<file path="src/rtl/etd_pkg.sv">
// Shared types and constants for the Euler totient trial-division core.
// Used by the controller, the datapath and the divider. No dependencies.
`default_nettype none

package etd_pkg;

   // Width of the input integer and of the totient.
   localparam int VALUE_BITS = 31;

   // The divider produces one quotient bit per cycle.
   localparam int CNT_BITS = $clog2(VALUE_BITS);
   localparam logic [CNT_BITS-1:0] LAST_STEP = CNT_BITS'(VALUE_BITS - 1);

   typedef logic [VALUE_BITS-1:0] value_type;

   // Operand selection for the shared divider.
   typedef enum logic [1:0] {
      DIV_REM_BY_D,
      DIV_ACC_BY_D,
      DIV_ACC_BY_REM
   } div_sel_type;

   // Commands from the controller to the datapath.
   typedef struct packed {
      logic        load;
      logic        div_start;
      div_sel_type div_sel;
      logic        acc_scale;
      logic        rem_take_quot;
      logic        d_inc;
   } etd_cmd_type;

   // Status from the datapath to the controller.
   typedef struct packed {
      logic div_done;
      logic d_le_quot;
      logic rem_zero;
      logic rem_gt_one;
   } etd_status_type;

endpackage

`default_nettype wire

</file>
<file path="src/rtl/etd_divider.sv">
// Restoring unsigned divider, one quotient bit per cycle.
// Depends on etd_pkg for the value width and step count.
`default_nettype none

module etd_divider (
   input  wire logic            clock,
   input  wire logic            reset,
   input  wire logic            start,
   input  wire etd_pkg::value_type dividend,
   input  wire etd_pkg::value_type divisor,
   output logic                 done,
   output etd_pkg::value_type   quotient,
   output etd_pkg::value_type   remainder,
   output etd_pkg::value_type   divisor_held
);

   logic                          busy_ff, busy_in;
   logic                          done_ff, done_in;
   etd_pkg::value_type            quot_ff, quot_in;
   etd_pkg::value_type            rem_ff, rem_in;
   etd_pkg::value_type            divisor_ff, divisor_in;
   logic [etd_pkg::CNT_BITS-1:0]  count_ff, count_in;
   logic [etd_pkg::VALUE_BITS:0]  shifted;
   logic [etd_pkg::VALUE_BITS:0]  diff;

   // One restoring step: shift in the next dividend bit and try the subtraction.
   assign shifted = {rem_ff, quot_ff[etd_pkg::VALUE_BITS-1]};
   assign diff    = shifted - {1'b0, divisor_ff};

   always_comb begin
      busy_in    = busy_ff;
      done_in    = 1'b0;
      quot_in    = quot_ff;
      rem_in     = rem_ff;
      divisor_in = divisor_ff;
      count_in   = count_ff;
      if (start) begin
         busy_in    = 1'b1;
         quot_in    = dividend;
         rem_in     = '0;
         divisor_in = divisor;
         count_in   = '0;
      end else if (busy_ff) begin
         if (diff[etd_pkg::VALUE_BITS]) begin
            rem_in  = shifted[etd_pkg::VALUE_BITS-1:0];
            quot_in = {quot_ff[etd_pkg::VALUE_BITS-2:0], 1'b0};
         end else begin
            rem_in  = diff[etd_pkg::VALUE_BITS-1:0];
            quot_in = {quot_ff[etd_pkg::VALUE_BITS-2:0], 1'b1};
         end
         count_in = count_ff + 1'b1;
         if (count_ff == etd_pkg::LAST_STEP) begin
            busy_in = 1'b0;
            done_in = 1'b1;
         end
      end
   end

   // Control flags are reset; the operand registers are not.
   always_ff @(posedge clock) begin
      if (reset) begin
         busy_ff <= 1'b0;
         done_ff <= 1'b0;
      end else begin
         busy_ff <= busy_in;
         done_ff <= done_in;
      end
   end

   always_ff @(posedge clock) begin
      quot_ff    <= quot_in;
      rem_ff     <= rem_in;
      divisor_ff <= divisor_in;
      count_ff   <= count_in;
   end

   assign done         = done_ff;
   assign quotient     = quot_ff;
   assign remainder    = rem_ff;
   assign divisor_held = divisor_ff;

endmodule

`default_nettype wire

</file>
<file path="src/rtl/etd_datapath.sv">
// Datapath: result, remainder and trial divisor registers, the shared divider
// and the scaling multiplier. Depends on etd_pkg and etd_divider.
`default_nettype none

module etd_datapath (
   input  wire logic                  clock,
   input  wire logic                  reset,
   input  wire etd_pkg::value_type    number,
   input  wire etd_pkg::etd_cmd_type  cmd,
   output etd_pkg::etd_status_type    status,
   output etd_pkg::value_type         totient
);

   etd_pkg::value_type                acc_ff, acc_in;
   etd_pkg::value_type                rem_ff, rem_in;
   etd_pkg::value_type                d_ff, d_in;
   etd_pkg::value_type                dividend;
   etd_pkg::value_type                divisor;
   etd_pkg::value_type                quot;
   etd_pkg::value_type                div_rem;
   etd_pkg::value_type                div_divisor;
   etd_pkg::value_type                factor_m1;
   etd_pkg::value_type                product;
   logic                              div_done;

   // Operand selection for the shared divider.
   always_comb begin
      case (cmd.div_sel)
         etd_pkg::DIV_REM_BY_D: begin
            dividend = rem_ff;
            divisor  = d_ff;
         end
         etd_pkg::DIV_ACC_BY_D: begin
            dividend = acc_ff;
            divisor  = d_ff;
         end
         etd_pkg::DIV_ACC_BY_REM: begin
            dividend = acc_ff;
            divisor  = rem_ff;
         end
         default: begin
            dividend = rem_ff;
            divisor  = d_ff;
         end
      endcase
   end

   etd_divider u_divider (
      .clock        (clock),
      .reset        (reset),
      .start        (cmd.div_start),
      .dividend     (dividend),
      .divisor      (divisor),
      .done         (div_done),
      .quotient     (quot),
      .remainder    (div_rem),
      .divisor_held (div_divisor)
   );

   // The quotient is exact, so acc / p * (p - 1) fits the value width.
   assign factor_m1 = div_divisor - etd_pkg::value_type'(1);
   assign product   = quot * factor_m1;

   // Register updates requested by the controller.
   always_comb begin
      acc_in = acc_ff;
      rem_in = rem_ff;
      d_in   = d_ff;
      if (cmd.load) begin
         acc_in = number;
         rem_in = number;
         d_in   = etd_pkg::value_type'(2);
      end else begin
         if (cmd.acc_scale) begin
            acc_in = product;
         end
         if (cmd.rem_take_quot) begin
            rem_in = quot;
         end
         if (cmd.d_inc) begin
            d_in = d_ff + etd_pkg::value_type'(1);
         end
      end
   end

   always_ff @(posedge clock) begin
      acc_ff <= acc_in;
      rem_ff <= rem_in;
      d_ff   <= d_in;
   end

   assign status.div_done   = div_done;
   assign status.d_le_quot  = (d_ff <= quot);
   assign status.rem_zero   = (div_rem == '0);
   assign status.rem_gt_one = (rem_ff > etd_pkg::value_type'(1));
   assign totient           = acc_ff;

endmodule

`default_nettype wire

</file>
<file path="src/rtl/etd_ctrl.sv">
// Controller state machine that sequences trial divisions and scaling.
// Depends on etd_pkg for the command and status types.
`default_nettype none

module etd_ctrl (
   input  wire logic                    clock,
   input  wire logic                    reset,
   input  wire logic                    start,
   input  wire etd_pkg::etd_status_type status,
   output etd_pkg::etd_cmd_type         cmd,
   output logic                         busy,
   output logic                         rsp_strobe
);

   typedef enum logic [2:0] {
      ST_IDLE,
      ST_TRIAL,
      ST_TRIAL_WAIT,
      ST_ACC_WAIT,
      ST_STRIP,
      ST_STRIP_WAIT,
      ST_FINAL_WAIT
   } state_type;

   state_type state_ff, state_in;
   logic      busy_ff, busy_in;
   logic      strobe_ff, strobe_in;

   // Next state and commands.
   always_comb begin
      state_in  = state_ff;
      busy_in   = busy_ff;
      strobe_in = 1'b0;
      cmd       = '0;
      cmd.div_sel = etd_pkg::DIV_REM_BY_D;
      case (state_ff)
         ST_IDLE: begin
            if (start) begin
               cmd.load = 1'b1;
               busy_in  = 1'b1;
               state_in = ST_TRIAL;
            end
         end
         ST_TRIAL: begin
            cmd.div_start = 1'b1;
            state_in      = ST_TRIAL_WAIT;
         end
         ST_TRIAL_WAIT: begin
            if (status.div_done) begin
               if (!status.d_le_quot) begin
                  // Divisor squared exceeds the remainder: the trial phase is over.
                  if (status.rem_gt_one) begin
                     cmd.div_start = 1'b1;
                     cmd.div_sel   = etd_pkg::DIV_ACC_BY_REM;
                     state_in      = ST_FINAL_WAIT;
                  end else begin
                     busy_in   = 1'b0;
                     strobe_in = 1'b1;
                     state_in  = ST_IDLE;
                  end
               end else if (status.rem_zero) begin
                  cmd.rem_take_quot = 1'b1;
                  cmd.div_start     = 1'b1;
                  cmd.div_sel       = etd_pkg::DIV_ACC_BY_D;
                  state_in          = ST_ACC_WAIT;
               end else begin
                  cmd.d_inc = 1'b1;
                  state_in  = ST_TRIAL;
               end
            end
         end
         ST_ACC_WAIT: begin
            if (status.div_done) begin
               cmd.acc_scale = 1'b1;
               state_in      = ST_STRIP;
            end
         end
         ST_STRIP: begin
            cmd.div_start = 1'b1;
            state_in      = ST_STRIP_WAIT;
         end
         ST_STRIP_WAIT: begin
            if (status.div_done) begin
               if (status.rem_zero) begin
                  cmd.rem_take_quot = 1'b1;
                  state_in          = ST_STRIP;
               end else begin
                  cmd.d_inc = 1'b1;
                  state_in  = ST_TRIAL;
               end
            end
         end
         ST_FINAL_WAIT: begin
            if (status.div_done) begin
               cmd.acc_scale = 1'b1;
               busy_in       = 1'b0;
               strobe_in     = 1'b1;
               state_in      = ST_IDLE;
            end
         end
         default: begin
            state_in = ST_IDLE;
            busy_in  = 1'b0;
         end
      endcase
   end

   // State and registered handshake outputs.
   always_ff @(posedge clock) begin
      if (reset) begin
         state_ff  <= ST_IDLE;
         busy_ff   <= 1'b0;
         strobe_ff <= 1'b0;
      end else begin
         state_ff  <= state_in;
         busy_ff   <= busy_in;
         strobe_ff <= strobe_in;
      end
   end

   assign busy       = busy_ff;
   assign rsp_strobe = strobe_ff;

endmodule

`default_nettype wire

</file>
<file path="src/rtl/euler_totient_trial_division_core.sv">
// Top level of the Euler totient core: controller plus datapath.
// Depends on etd_pkg, etd_ctrl, etd_datapath and etd_divider.
// Each trial divisor costs one serial divide of VALUE_BITS steps plus the
// ST_TRIAL and ST_TRIAL_WAIT control states. A prime factor found adds a divide
// to scale the result and one per power of it; a last prime factor adds one
// more. A prime near 2^31 needs about 46340 trial divisors. One item at a
// time; the next transfer is taken in the cycle of the result strobe, when busy
// has fallen. Results cannot be held off. Synchronous active-high reset idles.
`default_nettype none

module euler_totient_trial_division_core (
   input  wire logic               clock,
   input  wire logic               reset,
   input  wire logic               start,
   output logic                    busy,
   input  wire etd_pkg::value_type req_number,
   output logic                    rsp_strobe,
   output etd_pkg::value_type      rsp_totient
);

   etd_pkg::etd_cmd_type    cmd;
   etd_pkg::etd_status_type status;

   etd_ctrl u_ctrl (
      .clock      (clock),
      .reset      (reset),
      .start      (start),
      .status     (status),
      .cmd        (cmd),
      .busy       (busy),
      .rsp_strobe (rsp_strobe)
   );

   etd_datapath u_datapath (
      .clock   (clock),
      .reset   (reset),
      .number  (req_number),
      .cmd     (cmd),
      .status  (status),
      .totient (rsp_totient)
   );

endmodule

`default_nettype wire

</file>
<file path="config.mk">
export PLATFORM = sky130hd
export DESIGN_NAME = euler_totient_trial_division_core
export DESIGN_NICKNAME = d
export VERILOG_FILES = /design/src/rtl/etd_pkg.sv /design/src/rtl/etd_divider.sv /design/src/rtl/etd_datapath.sv /design/src/rtl/etd_ctrl.sv /design/src/rtl/euler_totient_trial_division_core.sv
export SDC_FILE = /design/constraint.sdc
export NUM_CORES = 2
export LEC_CHECK = 0
export ABC_AREA = 1
export BUFFER_PORTS_ARGS = -buffer_cell sky130_fd_sc_hd__buf_2
export CELL_PAD_IN_SITES_DETAIL_PLACEMENT = 1
export CELL_PAD_IN_SITES_GLOBAL_PLACEMENT = 1
export CORE_MARGIN = 2
export CORE_UTILIZATION = 50
export CTS_BUF_LIST = sky130_fd_sc_hd__clkbuf_4 sky130_fd_sc_hd__clkbuf_8 sky130_fd_sc_hd__clkbuf_16
export CTS_CLUSTER_SIZE = 40
export DETAILED_ROUTE_END_ITERATION = 8
export HOLD_SLACK_MARGIN = 0.03
export PLACE_DENSITY = 0.83
export SKIP_CTS_REPAIR_TIMING = 1
export SYNTH_ARGS = -nofsm -noshare
export SYNTH_HDL_FRONTEND = slang
export SYNTH_SLANG_ARGS = --single-unit
</file>
<file path="constraint.sdc">
create_clock -name clock -period 8.76 [get_ports clock]
set_input_delay 0.438 -clock clock [delete_from_list [all_inputs] [get_ports clock]]
set_output_delay 0.438 -clock clock [all_outputs]
set_load 0.1 [all_outputs]
</file>
==> results.toml <==
[timing]
hold_violations = 0
max-slew-margin-rel = 0.141
rsz0062_at_grt = "false"
max_freq_ghz = 0.120
setup_viol = 0
drv_slew = 0
finalClockSkew_ns = 0.0210
tns_ns = 0
worst_pin_slew_ns = 1.28
min_period_ns = 8.30
finalCritPeriodShare = 0.948

[synthesis]
synth_top_cell_area_share = 0.281
yosysMostFrequentCell = "nand2_1"
ys.flop_type = "edfxtp_1"
async_flop_share = 0
ys_types = 55
synth-edff-count = 124
synth_area_leaders = "fa_1 (28%), edfxtp_1 (14%), nand2_1 (11%)"
syn_area_per_cell_um2 = 7.89
yosys_warnings = 0
ys_ff_latch = 198
synthCells = 3437
yosys.area.top_type = "fa_1"
syn-cell-area_um2 = 27100
synthesis.nets = 4039
synth_common_cells = "nand2_1 (807), inv_1 (629), fa_1 (381), nor2_1 (315), ha_1 (187)"
yosysSeqAreaShare = 0.192

[outcome]
status = "complete, no violations"

[grt]
met1_usage = 0.467
grtUsageMet2 = 0.614
grt_first_pass_wirelength_mm = 158
grt.total_usage = 0.374
antenna_found_initial = 7
grt_max_degree = 93
busiest_layer = "met2"
first_global_vias = 26600
grt_overflow = 0
grt_use_met3 = 0.0923

[min_path]
hp-class = "input pin to flip-flop"

[final_layout]
syn_to_final_growth_pct = 6.75
nNetsFinal = 4061
final_layout_size_suffix_gt1_frac = 0.0734

[worst_setup_path]
path_common_cell = "fa_1"
slowest_stage = "fa_1"
worstPathMaxFanout = 17
crit_required_ns = 8.96
critPathTopFamily = "adder cells"
arrival_ns = 8.50
critPathKind = "flip-flop to flip-flop"
path_buf_inv = 6
startpoint_type = "flip-flop"
max_stage_delay_ns = 0.56
cp-end-kind = "flip-flop"

[place]
gp_congestion = 0.961
portBuffers = 66
hpwl_mm = 83.6

[clocking]
cts_sinks = 198
cts_htree_levels = 4
clk_pin_slew_worst_paths_ns = 0.08
cts_tree = "yes"
insertion_delay_ns = 0.47
clk_path_buf_depth = 2
numCtsBuffers = 17
cts-root-buf = "clkbuf_16"

[drt]
wl_per_cell_um = 24.7
ant_nets = 0
vias = 24600
routed_wl_mm = 103
drt_iter0_drc = 2100
first_pass_iters = 8
drc = 0
vias_per_cell = 5.90

[floorplanning]
die_area_um2 = 56100
coreArea_um2 = 53700
start_util = 0.505
ios = 67
die_x_um = 237
die_y_um = 237
rows = 85

[run]
cap_violations = 0
flip-flops by register name, indices dropped and copies added, names as in the netlist:
signal	flops
u_datapath.u_divider.remainder	31
u_datapath.u_divider.busy_ff	1
u_datapath.u_divider.done	1
u_datapath.totient	31
u_datapath.rem_ff	31
u_datapath.u_divider.quotient	31
u_ctrl.rsp_strobe	1
u_ctrl.state_ff	3
u_datapath.u_divider.divisor_held	31
u_ctrl.busy	1
u_datapath.u_divider.count_ff	5
u_datapath.d_ff	31
layout by cell type, fill, tap and decap left out, types with 7 or more instances in the layout:
cell,synthesis,routed
nand2_2,18,21
fa_1,381,381
dfxtp_1,74,74
xnor2_1,29,29
clkinv_1,7,7
buf_4,2,63
nand3_2,10,10
buf_2,15,66
o21bai_1,8,8
o211ai_1,60,60
xor2_1,53,53
nand3b_1,9,9
nor2_1,315,315
nand2_1,807,803
nand3_1,79,79
nor3_1,30,30
a21oi_1,155,155
nor2_2,12,11
o21ai_1,11,10
ha_1,187,186
nand2_4,6,7
inv_2,16,14
edfxtp_1,124,124
clkbuf_16,0,17
nor4_1,29,28
inv_1,629,626
nand4_1,34,34
o21ai_0,170,169
cell families after synthesis:
group,synth area share
buf+inv,0.110
fa+ha+maj,0.368
compound gates,0.0920
xor+xnor,0.0265
flops,0.192
simple gates,0.212
final cells by class:
cell class,instances,area (µm²)
clock inverter,13,155
inverter,655,2490
tap,696,871
multi-input combinational,2458,19000
timing repair buffer,129,803
sequential,198,5200
antenna,2,5.00
fill,6636,24800
clock buffer,19,440
per-layer routing:
metal	vias up	wire length (µm)
met5	-	34
met4	6	5460
met3	302	10100
met2	1114	47900
met1	12400	39500
li1	10800	-
final timing paths:
check / from / to / slack, ns / depth (start not counted)
worst min register to register: u_ctrl.busy$_SDFFE_PP0P_ / u_ctrl.busy$_SDFFE_PP0P_ / 0.50 / 2
worst max register to register: u_datapath.u_divider.divisor_held[0]$_DFFE_PP_ / u_datapath.totient[29]$_DFFE_PP_ / 0.46 / 32
worst max-delay path: u_datapath.u_divider.divisor_held[0]$_DFFE_PP_ / u_datapath.totient[29]$_DFFE_PP_ / 0.46 / 32
worst min-delay path: reset / u_ctrl.state_ff[0]$_SDFFE_PP0P_ / 0.24 / 2
stage by stage:
| step | hold slack (ns) | cells | utilization | area (µm²) | setup slack [ns] |
|---|---|---|---|---|---|
| finish | 0.242 | 4170 | 0.539 | 28900 | 0.456 |
| global route | 0.236 | 4168 | 0.539 | 28900 | 0.0411 |
| CTS | 0.215 | 4163 | 0.537 | 28900 | 0.329 |
| detailed placement | 0.471 | 4131 | 0.526 | 28300 | 0.392 |
| global placement | 0.460 | 4131 | 0.526 | 28300 | 0.721 |
| floorplan | 0.461 | 3437 | - | 27100 | 0.778 |
Power is left out: the tool's default activity adds up to more than one toggle a clock period on the data nets, which glitch-free logic cannot reach.
